===== config.mk =====
export PLATFORM = sky130hd
export DESIGN_NAME = greedy_change_dispenser
export DESIGN_NICKNAME = d
export VERILOG_FILES = /design/src/rtl/core/gcd_pkg.sv /design/src/rtl/core/greedy_change_dispenser.sv /design/src/rtl/core/gcd_stock_mem.sv /design/src/rtl/core/gcd_pay_unit.sv
export SDC_FILE = /design/constraint.sdc
export NUM_CORES = 1
export LEC_CHECK = 0
export BUFFER_PORTS_ARGS = -buffer_cell sky130_fd_sc_hd__buf_2
export CORE_MARGIN = 2
export CORE_UTILIZATION = 45
export DETAILED_ROUTE_END_ITERATION = 7
export SLEW_MARGIN = 20
export SYNTH_ARGS = -nofsm -noshare
export SYNTH_HDL_FRONTEND = slang
export SYNTH_HIERARCHICAL = 1
export SYNTH_SLANG_ARGS = --single-unit

===== constraint.sdc =====
create_clock -name clk -period 8.6 [get_ports clk]
set_input_delay 1.29 -clock clk [delete_from_list [all_inputs] [get_ports clk]]
set_output_delay 1.29 -clock clk [all_outputs]
set_load 0.01 [all_outputs]

===== src/rtl/core/gcd_pkg.sv =====
`default_nettype none

package gcd_pkg;

	localparam int SLOT_W      = 4;
	localparam int CNT_W       = 8;
	localparam int REAIS_W     = 16;
	localparam int CENT_W      = 7;
	localparam int AMT_W       = 23;
	localparam int DEN_W       = 7;
	localparam int DIV_W       = 15;
	localparam int RECIP_W     = 23;
	localparam int RECIP_SHIFT = 22;

	typedef logic [DEN_W-1:0] denom_t;

	localparam denom_t NOTE_VALUE [8] = '{
		DEN_W'(100), DEN_W'(50), DEN_W'(20), DEN_W'(10),
		DEN_W'(5), DEN_W'(2), DEN_W'(0), DEN_W'(0)
	};
	localparam denom_t COIN_VALUE [8] = '{
		DEN_W'(100), DEN_W'(50), DEN_W'(25), DEN_W'(10),
		DEN_W'(5), DEN_W'(1), DEN_W'(0), DEN_W'(0)
	};

	// ceil(2^22 / d), exact for dividends below 2^15
	function automatic logic [RECIP_W-1:0] recip_of(input denom_t d);
		logic [RECIP_W-1:0] r;
		unique case (d)
			DEN_W'(100): r = RECIP_W'(41944);
			DEN_W'(50):  r = RECIP_W'(83887);
			DEN_W'(25):  r = RECIP_W'(167773);
			DEN_W'(20):  r = RECIP_W'(209716);
			DEN_W'(10):  r = RECIP_W'(419431);
			DEN_W'(5):   r = RECIP_W'(838861);
			DEN_W'(2):   r = RECIP_W'(2097152);
			DEN_W'(1):   r = RECIP_W'(4194304);
			default:     r = '0;
		endcase
		return r;
	endfunction

	typedef enum logic [0:0] {
		FUNC_CHANGE = 1'b0,
		FUNC_LOAD   = 1'b1
	} func_t;

	typedef struct packed {
		logic              en;
		logic [SLOT_W-1:0] addr;
		logic [CNT_W-1:0]  data;
	} mem_wr_t;

	typedef struct packed {
		logic             start;
		logic [AMT_W-1:0] amount;
		logic [CNT_W-1:0] have;
		denom_t           denom;
	} pay_req_t;

	typedef struct packed {
		logic             done;
		logic [CNT_W-1:0] want;
		logic [AMT_W-1:0] rest;
	} pay_rsp_t;

endpackage

`default_nettype wire


===== src/rtl/core/greedy_change_dispenser.sv =====
`default_nettype none

// Change dispenser with a stock count per slot, notes first then coins. A load
// request writes the stock memory directly and gives no result. A change
// request walks the slots in order through one read-modify-write of the stock
// memory each: a slot takes the short path through S_CHK, S_PAY and S_WB when
// it pays out its whole stock or nothing, and stays longer in S_PAY when a
// reciprocal multiply and a multiply-subtract must find how many units fit the
// remaining amount, and S_WB waits while the output side stalls. With twelve
// slots the twelfth result carries last and the unpaid amount in centavos. A
// new request is taken once the final result has been registered, and the
// stock memory needs no clearing after reset.
module greedy_change_dispenser #(
	parameter int NOTE_SLOTS = 6,
	parameter int COIN_SLOTS = 6
) (
	input  wire                           clk,
	input  wire                           arst_n,
	input  wire                           in_valid,
	output logic                          in_ready,
	input  wire                           func,
	input  wire [gcd_pkg::REAIS_W-1:0]    reais,
	input  wire [gcd_pkg::CENT_W-1:0]     centavos,
	input  wire [gcd_pkg::SLOT_W-1:0]     slot,
	input  wire [gcd_pkg::CNT_W-1:0]      stock_count,
	output logic                          out_valid,
	input  wire                           out_ready,
	output logic [gcd_pkg::SLOT_W-1:0]    out_slot,
	output logic [gcd_pkg::CNT_W-1:0]     dispensed,
	output logic [gcd_pkg::AMT_W-1:0]     shortfall,
	output logic                          last
);

	localparam int TOTAL = NOTE_SLOTS + COIN_SLOTS;
	localparam int AW    = $clog2(TOTAL);

	typedef enum logic [3:0] {
		S_IDLE = 4'b0001,
		S_CHK  = 4'b0010,
		S_PAY  = 4'b0100,
		S_WB   = 4'b1000
	} state_t;

	state_t                           state_q;
	logic [gcd_pkg::SLOT_W-1:0]       idx_q;
	logic [gcd_pkg::AMT_W-1:0]        amount_q;
	logic [gcd_pkg::CENT_W-1:0]       cents_q;
	logic                             out_valid_q;
	logic [gcd_pkg::SLOT_W-1:0]       out_slot_q;
	logic [gcd_pkg::CNT_W-1:0]        dispensed_q;
	logic [gcd_pkg::AMT_W-1:0]        shortfall_q;
	logic                             last_q;

	gcd_pkg::mem_wr_t                 mem_wr;
	logic                             rd_en;
	logic [AW-1:0]                    rd_addr;
	logic [gcd_pkg::CNT_W-1:0]        have;
	gcd_pkg::pay_req_t                pay_req;
	gcd_pkg::pay_rsp_t                pay_rsp;
	gcd_pkg::denom_t                  denom;
	logic [gcd_pkg::SLOT_W-1:0]       coin_idx;
	logic                             is_load;
	logic                             is_last;
	logic                             proceed;
	logic [gcd_pkg::AMT_W-1:0]        scaled;
	logic [gcd_pkg::AMT_W-1:0]        next_amt;

	gcd_stock_mem #(
		.DEPTH (TOTAL),
		.AW    (AW)
	) u_mem (
		.clk     (clk),
		.arst_n  (arst_n),
		.wr      (mem_wr),
		.rd_en   (rd_en),
		.rd_addr (rd_addr),
		.rd_data (have)
	);

	gcd_pay_unit u_pay (
		.clk    (clk),
		.arst_n (arst_n),
		.req    (pay_req),
		.rsp    (pay_rsp)
	);

	assign coin_idx = idx_q - gcd_pkg::SLOT_W'(NOTE_SLOTS);
	assign denom    = (idx_q < gcd_pkg::SLOT_W'(NOTE_SLOTS)) ?
		gcd_pkg::NOTE_VALUE[idx_q[2:0]] : gcd_pkg::COIN_VALUE[coin_idx[2:0]];

	assign is_load  = (gcd_pkg::func_t'(func) == gcd_pkg::FUNC_LOAD);
	assign is_last  = (idx_q == gcd_pkg::SLOT_W'(TOTAL - 1));
	assign proceed  = (state_q == S_WB) && (!out_valid_q || out_ready);
	assign in_ready = (state_q == S_IDLE);

	// leftover reais move into the coin amount after the last note
	assign scaled   = gcd_pkg::AMT_W'(32'(pay_rsp.rest) * 32'd100)
		+ gcd_pkg::AMT_W'(cents_q);
	assign next_amt = (idx_q == gcd_pkg::SLOT_W'(NOTE_SLOTS - 1)) ? scaled : pay_rsp.rest;

	always_comb begin
		mem_wr.en   = 1'b0;
		mem_wr.addr = idx_q;
		mem_wr.data = have - pay_rsp.want;
		rd_en       = 1'b0;
		rd_addr     = '0;
		if (state_q == S_IDLE && in_valid) begin
			if (is_load) begin
				mem_wr.en   = ({1'b0, slot} < (gcd_pkg::SLOT_W + 1)'(TOTAL));
				mem_wr.addr = slot;
				mem_wr.data = stock_count;
			end else begin
				rd_en = 1'b1;
			end
		end else if (proceed) begin
			mem_wr.en = 1'b1;
			rd_en     = !is_last;
			rd_addr   = AW'(idx_q + 1'b1);
		end
	end

	always_comb begin
		pay_req.start  = (state_q == S_CHK);
		pay_req.amount = amount_q;
		pay_req.have   = have;
		pay_req.denom  = denom;
	end

	always_ff @(posedge clk) begin
		if (state_q == S_IDLE && in_valid && !is_load) begin
			amount_q <= gcd_pkg::AMT_W'(reais);
			cents_q  <= centavos;
			idx_q    <= '0;
		end else if (proceed) begin
			amount_q    <= next_amt;
			idx_q       <= idx_q + 1'b1;
			out_slot_q  <= idx_q;
			dispensed_q <= pay_rsp.want;
			shortfall_q <= is_last ? pay_rsp.rest : '0;
			last_q      <= is_last;
		end
	end

	always_ff @(posedge clk or negedge arst_n) begin
		if (!arst_n) begin
			state_q     <= S_IDLE;
			out_valid_q <= 1'b0;
		end else begin
			if (proceed) begin
				out_valid_q <= 1'b1;
			end else if (out_ready) begin
				out_valid_q <= 1'b0;
			end
			unique case (state_q)
				S_IDLE: begin
					if (in_valid && !is_load) begin
						state_q <= S_CHK;
					end
				end
				S_CHK: begin
					state_q <= S_PAY;
				end
				S_PAY: begin
					if (pay_rsp.done) begin
						state_q <= S_WB;
					end
				end
				S_WB: begin
					if (proceed) begin
						state_q <= is_last ? S_IDLE : S_CHK;
					end
				end
				default: begin
					state_q <= S_IDLE;
				end
			endcase
		end
	end

	assign out_valid = out_valid_q;
	assign out_slot  = out_slot_q;
	assign dispensed = dispensed_q;
	assign shortfall = shortfall_q;
	assign last      = last_q;

`ifndef SYNTH
	a_last_slot: assert property (@(posedge clk) disable iff (!arst_n)
		out_valid && last |-> out_slot == gcd_pkg::SLOT_W'(TOTAL - 1))
		else $error("last result not on final slot");

	a_short_zero: assert property (@(posedge clk) disable iff (!arst_n)
		out_valid && !last |-> shortfall == '0)
		else $error("shortfall set on inner result");

	a_idle_out: assert property (@(posedge clk) disable iff (!arst_n)
		in_ready && out_valid |-> last)
		else $error("request taken while results of previous one pending");

	a_pay_done: assert property (@(posedge clk) disable iff (!arst_n)
		pay_rsp.done |-> state_q == S_PAY && pay_rsp.want <= have)
		else $error("pay unit result outside pay state or above stock");
`endif

endmodule

`default_nettype wire


===== src/rtl/core/gcd_stock_mem.sv =====
`default_nettype none

module gcd_stock_mem #(
	parameter int DEPTH = 12,
	parameter int AW    = 4
) (
	input  wire                     clk,
	input  wire                     arst_n,
	input  wire gcd_pkg::mem_wr_t   wr,
	input  wire                     rd_en,
	input  wire [AW-1:0]            rd_addr,
	output logic [gcd_pkg::CNT_W-1:0] rd_data
);

	logic [gcd_pkg::CNT_W-1:0] mem_q [DEPTH];
	logic [DEPTH-1:0]          vld_q;
	logic [gcd_pkg::CNT_W-1:0] rdata_q;
	logic                      rvld_q;

	always_ff @(posedge clk) begin
		if (wr.en) begin
			mem_q[wr.addr[AW-1:0]] <= wr.data;
		end
		if (rd_en) begin
			rdata_q <= mem_q[rd_addr];
		end
	end

	// entries never loaded read as an empty slot
	always_ff @(posedge clk or negedge arst_n) begin
		if (!arst_n) begin
			vld_q  <= '0;
			rvld_q <= 1'b0;
		end else begin
			if (wr.en) begin
				vld_q[wr.addr[AW-1:0]] <= 1'b1;
			end
			if (rd_en) begin
				rvld_q <= vld_q[rd_addr];
			end
		end
	end

	assign rd_data = rvld_q ? rdata_q : '0;

endmodule

`default_nettype wire


===== src/rtl/core/gcd_pay_unit.sv =====
`default_nettype none

module gcd_pay_unit (
	input  wire                    clk,
	input  wire                    arst_n,
	input  wire gcd_pkg::pay_req_t req,
	output gcd_pkg::pay_rsp_t      rsp
);

	localparam int QP_W = gcd_pkg::DIV_W + gcd_pkg::RECIP_W;

	logic [gcd_pkg::AMT_W-1:0]   rem_q;
	logic [gcd_pkg::CNT_W-1:0]   quo_q;
	gcd_pkg::denom_t             denom_q;
	logic                        run_q;
	logic                        step_q;
	logic                        done_q;
	logic [gcd_pkg::AMT_W-1:0]   prod;
	logic [gcd_pkg::RECIP_W-1:0] recip;
	logic [QP_W-1:0]             qprod;

	// full stock fits the amount when amount >= have * denom
	assign prod  = gcd_pkg::AMT_W'(req.have) * gcd_pkg::AMT_W'(req.denom);
	// otherwise amount is below 255 * 100 and a reciprocal multiply gives the quotient
	assign recip = gcd_pkg::recip_of(denom_q);
	assign qprod = QP_W'(rem_q[gcd_pkg::DIV_W-1:0]) * QP_W'(recip);

	always_ff @(posedge clk) begin
		if (req.start) begin
			denom_q <= req.denom;
			if (req.denom == '0) begin
				quo_q <= '0;
				rem_q <= req.amount;
			end else if (req.amount >= prod) begin
				quo_q <= req.have;
				rem_q <= req.amount - prod;
			end else begin
				quo_q <= '0;
				rem_q <= req.amount;
			end
		end else if (run_q) begin
			if (!step_q) begin
				quo_q <= gcd_pkg::CNT_W'(qprod >> gcd_pkg::RECIP_SHIFT);
			end else begin
				rem_q <= rem_q - gcd_pkg::AMT_W'(quo_q) * gcd_pkg::AMT_W'(denom_q);
			end
		end
	end

	always_ff @(posedge clk or negedge arst_n) begin
		if (!arst_n) begin
			run_q  <= 1'b0;
			step_q <= 1'b0;
			done_q <= 1'b0;
		end else begin
			done_q <= 1'b0;
			if (req.start) begin
				step_q <= 1'b0;
				if (req.denom == '0 || req.amount >= prod) begin
					done_q <= 1'b1;
				end else begin
					run_q <= 1'b1;
				end
			end else if (run_q) begin
				if (step_q) begin
					run_q  <= 1'b0;
					step_q <= 1'b0;
					done_q <= 1'b1;
				end else begin
					step_q <= 1'b1;
				end
			end
		end
	end

	assign rsp.done = done_q;
	assign rsp.want = quo_q;
	assign rsp.rest = rem_q;

endmodule

`default_nettype wire

==> impl_results.md, run 1 <==
- Fin. Hold Viols: 0
- CTS buffer count: 27
- Peak VDD IR: 0.328 mV
- Clk buf depth: 3
- Cell taking the most area after synthesis: fa_1
- Max FO, Critical Path: 19
- Setup crit start: u_pay/denom_q[5]$_DFFE_PP_
- Vias in the first global route: 20,000
- Final ANT Viol Nets: 0
- Dpl cells: 3,444
- Layout cells sized above 1: 9.81%
- CP Class: flop to flop
- Synth async-reset ratio: 9.01%
- Area of placed instances: 0.0276 mm^2
- Initial drt markers: 1,360
- Synthesized Nets: 3,235
- Min Tclk post-route: 8.18 ns
- RSZ-0062 raised after global routing: no
- Post-cts sizing count: 0
- Drt drc: 0
- Startpoint Class: flop
- Worst slew pin tran: 1.09 ns
- First-pass DRT Iterations: 5
- Most used flip-flop cell after synthesis: edfxtp_1
- Max_slew headroom: 27.3%
- Synth cell types: 99
- DR WL/cell: 20.6 um
- Setup tns final: 0 ns
- Nets: 3,307
- Worst hold path class: flop to flop
- Largest cells by area after synthesis: fa_1, edfxtp_1, ha_1, inv_1, nand2_1
- Drt via density: 5.45
- R2R setup slack: 0.42 ns
- Sequential-to-total area share from yosys stat: 25.8%
- Post-Route WL: 71.9 mm
- Site row count: 88
- Top delay family on crit path: adder cells
- Post-Route Skew: 0.0263 ns
- YS warnings: 6
- Largest net degree at the start of global routing: 44
- DIE AREA: 0.0603 mm^2
- Sum of buffers and inverters on the critical path: 6
- Slowest-stage cell, CP: edfxtp_1
- Req. time, crit path: 8.91 ns
- Starting density of the core: 45.5%
- Cells after Synth: 2,640
- Post-Synth XOR/XNOR Area: 3.83%
- Crit path arrival time: 8.48 ns
- Max_cap viols: 0
- Post-layout util: 49.4%
- Global Route Usage Sum: 24.5%
- Gpl congestion: 0.930
- Io pins: 78
- Routed vias: 19,100
- P per Cell Area: 344 mW/mm^2
- Area delta synth->final: 8.53%
- Post-synth EDFFs: 201
- FMAX: 0.122 GHz
- Top cell type's share of synthesized area: 24.7%
- Post-Syn Area per Cell: 9.95 um^2
- TritonCTS clock tree: yes
- Slowest stage delay, CP: 0.82 ns
- Global-route wire length before repair: 113 mm
- Crit. End Element: flop
- Synthesized area: 0.0263 mm^2
- Status: complete, no violations
- Root buffer cell: clkbuf_16
- Mux contribution to synthesized area: 2.95%
- CORE AREA: 0.0577 mm^2
- Detailed placement HPWL: 55.9 mm
- Design Area, Final: 0.0285 mm^2
- Fin cells: 3,497
- Clk Latency, worst-skew pair: 0.57 ns
- Clock sink count: 233
- Largest family of logic cells by synthesized area: adder cells
- H-tree depth: 1
- Post-Synth Adder-Cell Area: 35.7%
- Die Y: 246 um
- Post-Synth Simple-Gate Area: 14.9%
- Launch point of the worst reg-to-reg path: u_pay/denom_q[5]$_DFFE_PP_
- Antenna violations before repair: 0
- Die Wd: 246 um
- Slew Limit Fails: 0
- Count leader, synth: inv_1
- Number of inserted diodes: 0
- # port buffers: 77
- Final period util: 95.1%
- Most instantiated cells after synthesis: inv_1, fa_1, nand2_1, ha_1, edfxtp_1
- Yosys reg bits: 233
- Leakage: 13.0 nW
- Hold_sp: u_mem/vld_q[11]$_DFFE_PN0P_
- Worst-path clk slew: 0.07 ns
- Synth Area in Compound Gates: 8.46%
- Grt ovf: 0
- # setup viols final: 0
[registers in the layout (all words and copies together) (netlist names)]
register       cells
u_pay/done_q       1
u_mem/vld_q       12
u_pay/quo_q        8
u_pay/rem_q       23
u_pay/step_q       1
out_slot           4
u_pay/denom_q      7
state_q            4
u_pay/run_q        1
shortfall         23
u_mem/rvld_q       1
amount_q          23
u_mem/mem_q       96
last               1
cents_q            7
u_mem/rdata_q      8
dispensed          8
idx_q              4
out_valid          1
[placed cells by master, fill, tap and decap left out, types with 7 or more instances in the layout]
master and count:
a211oi_1 9, a21o_1 30, a21oi_1 116, a22oi_1 12
a31oi_1 17, and2_1 164, and3_1 15, buf_2 77
buf_4 67, clkbuf_16 27, clkinv_1 7, dfrtp_1 20
dfxtp_1 11, edfxtp_1 201, fa_1 324, ha_1 231
inv_1 461, mux2i_1 11, mux4_1 9, mux4_2 17
nand2_1 311, nand2b_1 24, nand3_1 19, nand4_1 9
nor2_1 117, nor2b_1 15, nor3_1 23, nor4_1 14
o21a_1 11, o21ai_0 73, o21ai_1 13, o31ai_1 7
or2_2 20, or3_1 12, xnor2_1 71, xor2_1 40
[report_power, final]
part / internal [mW] / leakage, nW / switching, mW
Combinational: 2.77 / 10.5 / 4.19
Sequential: 1.59 / 2.13 / 0.172
Clock: 0.587 / 0.387 / 0.502
Total: 4.95 / 13.0 / 4.87
[routing by layer]
| metal | vias to the layer above | wire, um | track usage, % |
|---|---|---|---|
| li1 | 8747 | - | - |
| met1 | 9632 | 31000 | 32.8 |
| met2 | 543 | 34600 | 41.1 |
| met3 | 131 | 3720 | 2.97 |
| met4 | 0 | 2580 | 8.47 |
| met5 | - | 0 | 0 |
[timing repair]
| action | CTS | global route |
|---|---|---|
| endpoints found under the setup margin | 0 | 2 |
| hold buffers | 0 | 0 |
| buffers inserted | 0 | 3 |
[metrics by stage]
step | hold slack (ns) | power, mW | setup WS [ns]
2_1_floorplan | 0.431 | 6.97 | 1.25
3_3_place_gp | 0.445 | 8.47 | 0.577
3_5_place_dp | 0.451 | 8.60 | 0.520
4_1_cts | 0.468 | 9.76 | 0.488
5_1_grt | 0.479 | 10.7 | 0.0604
6_report | 0.464 | 9.81 | 0.424
[cells by family (layout without fill, tap and decap cells)]
| logic type | count (synthesis) | count (layout) |
|---|---|---|
| multiplexers | 41 | 41 |
| XOR/XNOR | 113 | 113 |
| AO/OA/AOI/OAI | 347 | 347 |
| flip-flops | 233 | 233 |
| adder cells (fa/ha/maj) | 555 | 555 |
| AND/OR/NAND/NOR | 786 | 786 |
| buffers and inverters | 565 | 657 |
[worst paths after layout]
kind,depth (start not counted),end
setup / recovery,27,u_pay/quo_q[6]$_DFFE_PP_
hold / removal,1,u_mem/vld_q[11]$_DFFE_PN0P_
setup reg to reg,27,u_pay/quo_q[6]$_DFFE_PP_
hold reg to reg,1,u_mem/vld_q[11]$_DFFE_PN0P_
max in group asynchronous,1,state_q[0]$_DFFE_PN1P_
min in group asynchronous,1,state_q[3]$_DFFE_PN0P_
[final cells by class]
class | count | area [um^2]
clock buffers | 31 | 691
well taps | 765 | 957
inverters | 464 | 1740
fillers | 5430 | 29200
clock inverters | 18 | 129
multi-input cells | 1842 | 17300
flip-flops and latches | 233 | 6780
repair buffers | 144 | 888
No activity file was read; power rests on OpenSTA's default activity.
==> inputs of run 2 (changes only) <==
--- a/config.mk
+++ b/config.mk
@@ -6,9 +6,13 @@
 export NUM_CORES = 1
 export LEC_CHECK = 0
 export BUFFER_PORTS_ARGS = -buffer_cell sky130_fd_sc_hd__buf_2
+export CELL_PAD_IN_SITES_DETAIL_PLACEMENT = 2
+export CELL_PAD_IN_SITES_GLOBAL_PLACEMENT = 2
 export CORE_MARGIN = 2
-export CORE_UTILIZATION = 45
+export CORE_UTILIZATION = 43
 export DETAILED_ROUTE_END_ITERATION = 7
+export PLACE_DENSITY_LB_ADDON = 0.1
+export RECOVER_POWER = 100
 export SLEW_MARGIN = 20
 export SYNTH_ARGS = -nofsm -noshare
 export SYNTH_HDL_FRONTEND = slang
==> run 2 against run 1 <==
Effect of this change:
- the flow now finishes with violations (max-capacitance violations, max-slew violations)
- clock skew increased by 0.0071 ns
- clock-buffer cell count increased by 4
- register-to-register slack worse by 0.03 ns
- clock power is 34% higher
- highest routed layer unchanged
- largest cell class unchanged
- critical path type unchanged
==> impl_results.md, run 2 (synthesized netlist as in run 1, its figures left out) <==
- Drt via density: 5.64
- CORE AREA: 0.0604 mm^2
- Routed vias: 19,900
- DR top layer: met4
- Setup WS post-layout: 0.399 ns
- CP Class: flop to flop
- Site row count: 90
- P per Cell Area: 378 mW/mm^2
- Req. time, crit path: 8.91 ns
- Slowest stage delay, CP: 0.57 ns
- Max_cap viols: 1
- Detailed placement HPWL: 70.9 mm
- Clk buf depth: 3
- Initial drt markers: 1,122
- Crit. End Element: flop
- Worst hold path class: flop to flop
- Antenna violations before repair: 1
- Final period util: 95.4%
- Max FO, Critical Path: 11
- Io pins: 78
- WL met3: 3.06 mm
- Crit-path most repeated cell: inv_1
- Global Route Usage Sum: 29.9%
- DR WL/cell: 26.2 um
- Slowest-stage cell, CP: dfxtp_1
- Filler cells: 6,301
- H-tree depth: 1
- # port buffers: 77
- Post-layout util: 47.9%
- Launch point of the worst reg-to-reg path: idx_q[1]$_SDFFE_PP0P_
- Fin. Hold Viols: 0
- Slew Limit Fails: 28
- Largest net degree at the start of global routing: 55
- Crit path arrival time: 8.51 ns
- FMAX: 0.122 GHz
- Post-Route Skew: 0.0334 ns
- Worst-path clk slew: 0.06 ns
- Post-Route WL: 92.4 mm
- Nets: 3,321
- Die Wd: 251 um
- CTS Hold Bufs: 0
- Most frequent cells in the layout: inv_1, fa_1, nand2_1
- Status: complete, but fails checks
- Max reg flops: 96
- Area delta synth->final: 10.1%
- Clk Latency, worst-skew pair: 0.61 ns
- # setup viols final: 0
- Drt drc: 0
- First-pass DRT Iterations: 6
- Global-route wire length before repair: 142 mm
- Worst slew pin tran: 1.52 ns
- DIE AREA: 0.0631 mm^2
- TritonCTS clock tree: yes
- Met2 Routed Length: 47.4 mm
- Hold_sp: u_mem/vld_q[3]$_DFFE_PN0P_
- Clock sink count: 233
- Vias in the first global route: 23,100
- Max_slew headroom: -1.37%
- Leakage: 13.2 nW
- CTS buffer count: 29
- Min Tclk post-route: 8.20 ns
- Gpl congestion: 0.879
- Layout cells sized above 1: 10.5%
- Failing checks: max-capacitance violations, max-slew violations
- Final ANT Viol Nets: 0
- Most common cell after layout, fill and taps aside: inv_1
- Grt ovf: 0
- Setup crit start: idx_q[1]$_SDFFE_PP0P_
- Starting density of the core: 43.5%
- Setup WS pre-CTS: 0.308 ns
- Root buffer cell: clkbuf_16
- Number of inserted diodes: 0
- Startpoint Class: flop
- Die Y: 251 um
- M1 WL: 39.3 mm
- Peak VDD IR: 0.349 mV
==> run 2: changes by cell type in the layout (fill, tap and decap cells not counted), sizes merged <==
cell      change
bufinv        +9
buf           +8
clkbuf        +8
clkinv        -3
clkinvlp      -3
inv           -2
==> run 2: what timing repair did <==
action	4_1_cts	5_1_grt
hold endpoints to repair	0	0
endpoints found under the setup margin	0	18
resized for setup	0	10
buffers inserted	0	2
==> run 2: final cells by class <==
cell class	instances	area (um^2)	share of cell area, %
clock inverters	19	349	1.21
well taps	782	978	3.38
multi-input cells	1842	17300	60.0
inverters	464	1740	6.02
flip-flops and latches	233	6780	23.5
clock buffers	35	758	2.62
repair buffers	156	966	3.34
==> run 2: routing by layer <==
metal	GRT usage (%)	vias to the layer above
li1	-	8778
met1	38.6	10600
met2	53.8	393
met3	2.58	122
met4	8.16	0
met5	0	-
==> run 2: path summary, 6_finish.rpt <==
| kind | slack, ns | end | cells past startpoint |
|---|---|---|---|
| worst max-delay path | 0.40 | u_pay/rem_q[16]$_DFFE_PP_ | 30 |
| worst min-delay path | 0.48 | u_mem/vld_q[3]$_DFFE_PN0P_ | 1 |
| worst max register to register | 0.40 | u_pay/rem_q[16]$_DFFE_PP_ | 30 |
| worst min register to register | 0.48 | u_mem/vld_q[3]$_DFFE_PN0P_ | 1 |
| max in group asynchronous | 6.71 | u_mem/vld_q[2]$_DFFE_PN0P_ | 1 |
| min in group asynchronous | 1.04 | u_mem/vld_q[6]$_DFFE_PN0P_ | 1 |
==> run 2: through the flow <==
| step | power, mW | hold WS (ns) | instances | cell area (um^2) | setup TNS (ns) |
|---|---|---|---|---|---|
| after floorplan | 6.97 | 0.431 | 2640 | 26300 | 0 |
| after global routing | 11.7 | 0.501 | 3531 | 28900 | -0.244 |
| final | 10.9 | 0.480 | 3531 | 28900 | 0 |
| after global placement | 8.89 | 0.445 | 3474 | 27800 | 0 |
| after detailed placement | 9.30 | 0.461 | 3474 | 27800 | 0 |
| after CTS | 10.9 | 0.480 | 3528 | 28900 | 0 |
==> run 2: worst max-delay path: cells and delay by family, from the launching register on <==
| family | cells | cell delay (ns) |
|---|---|---|
| adders and majority gates | 7 | 2.84 |
| AOI/OAI and AO/OA | 9 | 2.13 |
| and+or+nand+nor | 6 | 1.35 |
| buffers and inverters | 6 | 0.68 |
| DFF | 1 | 0.57 |
| xor gates and xnor gates | 2 | 0.35 |
==> run 2: power breakdown <==
| part | internal, mW | switching [mW] |
|---|---|---|
| sequential | 1.59 | 0.189 |
| clock | 0.904 | 0.553 |
| combinational | 2.84 | 4.84 |
| total | 5.34 | 5.58 |
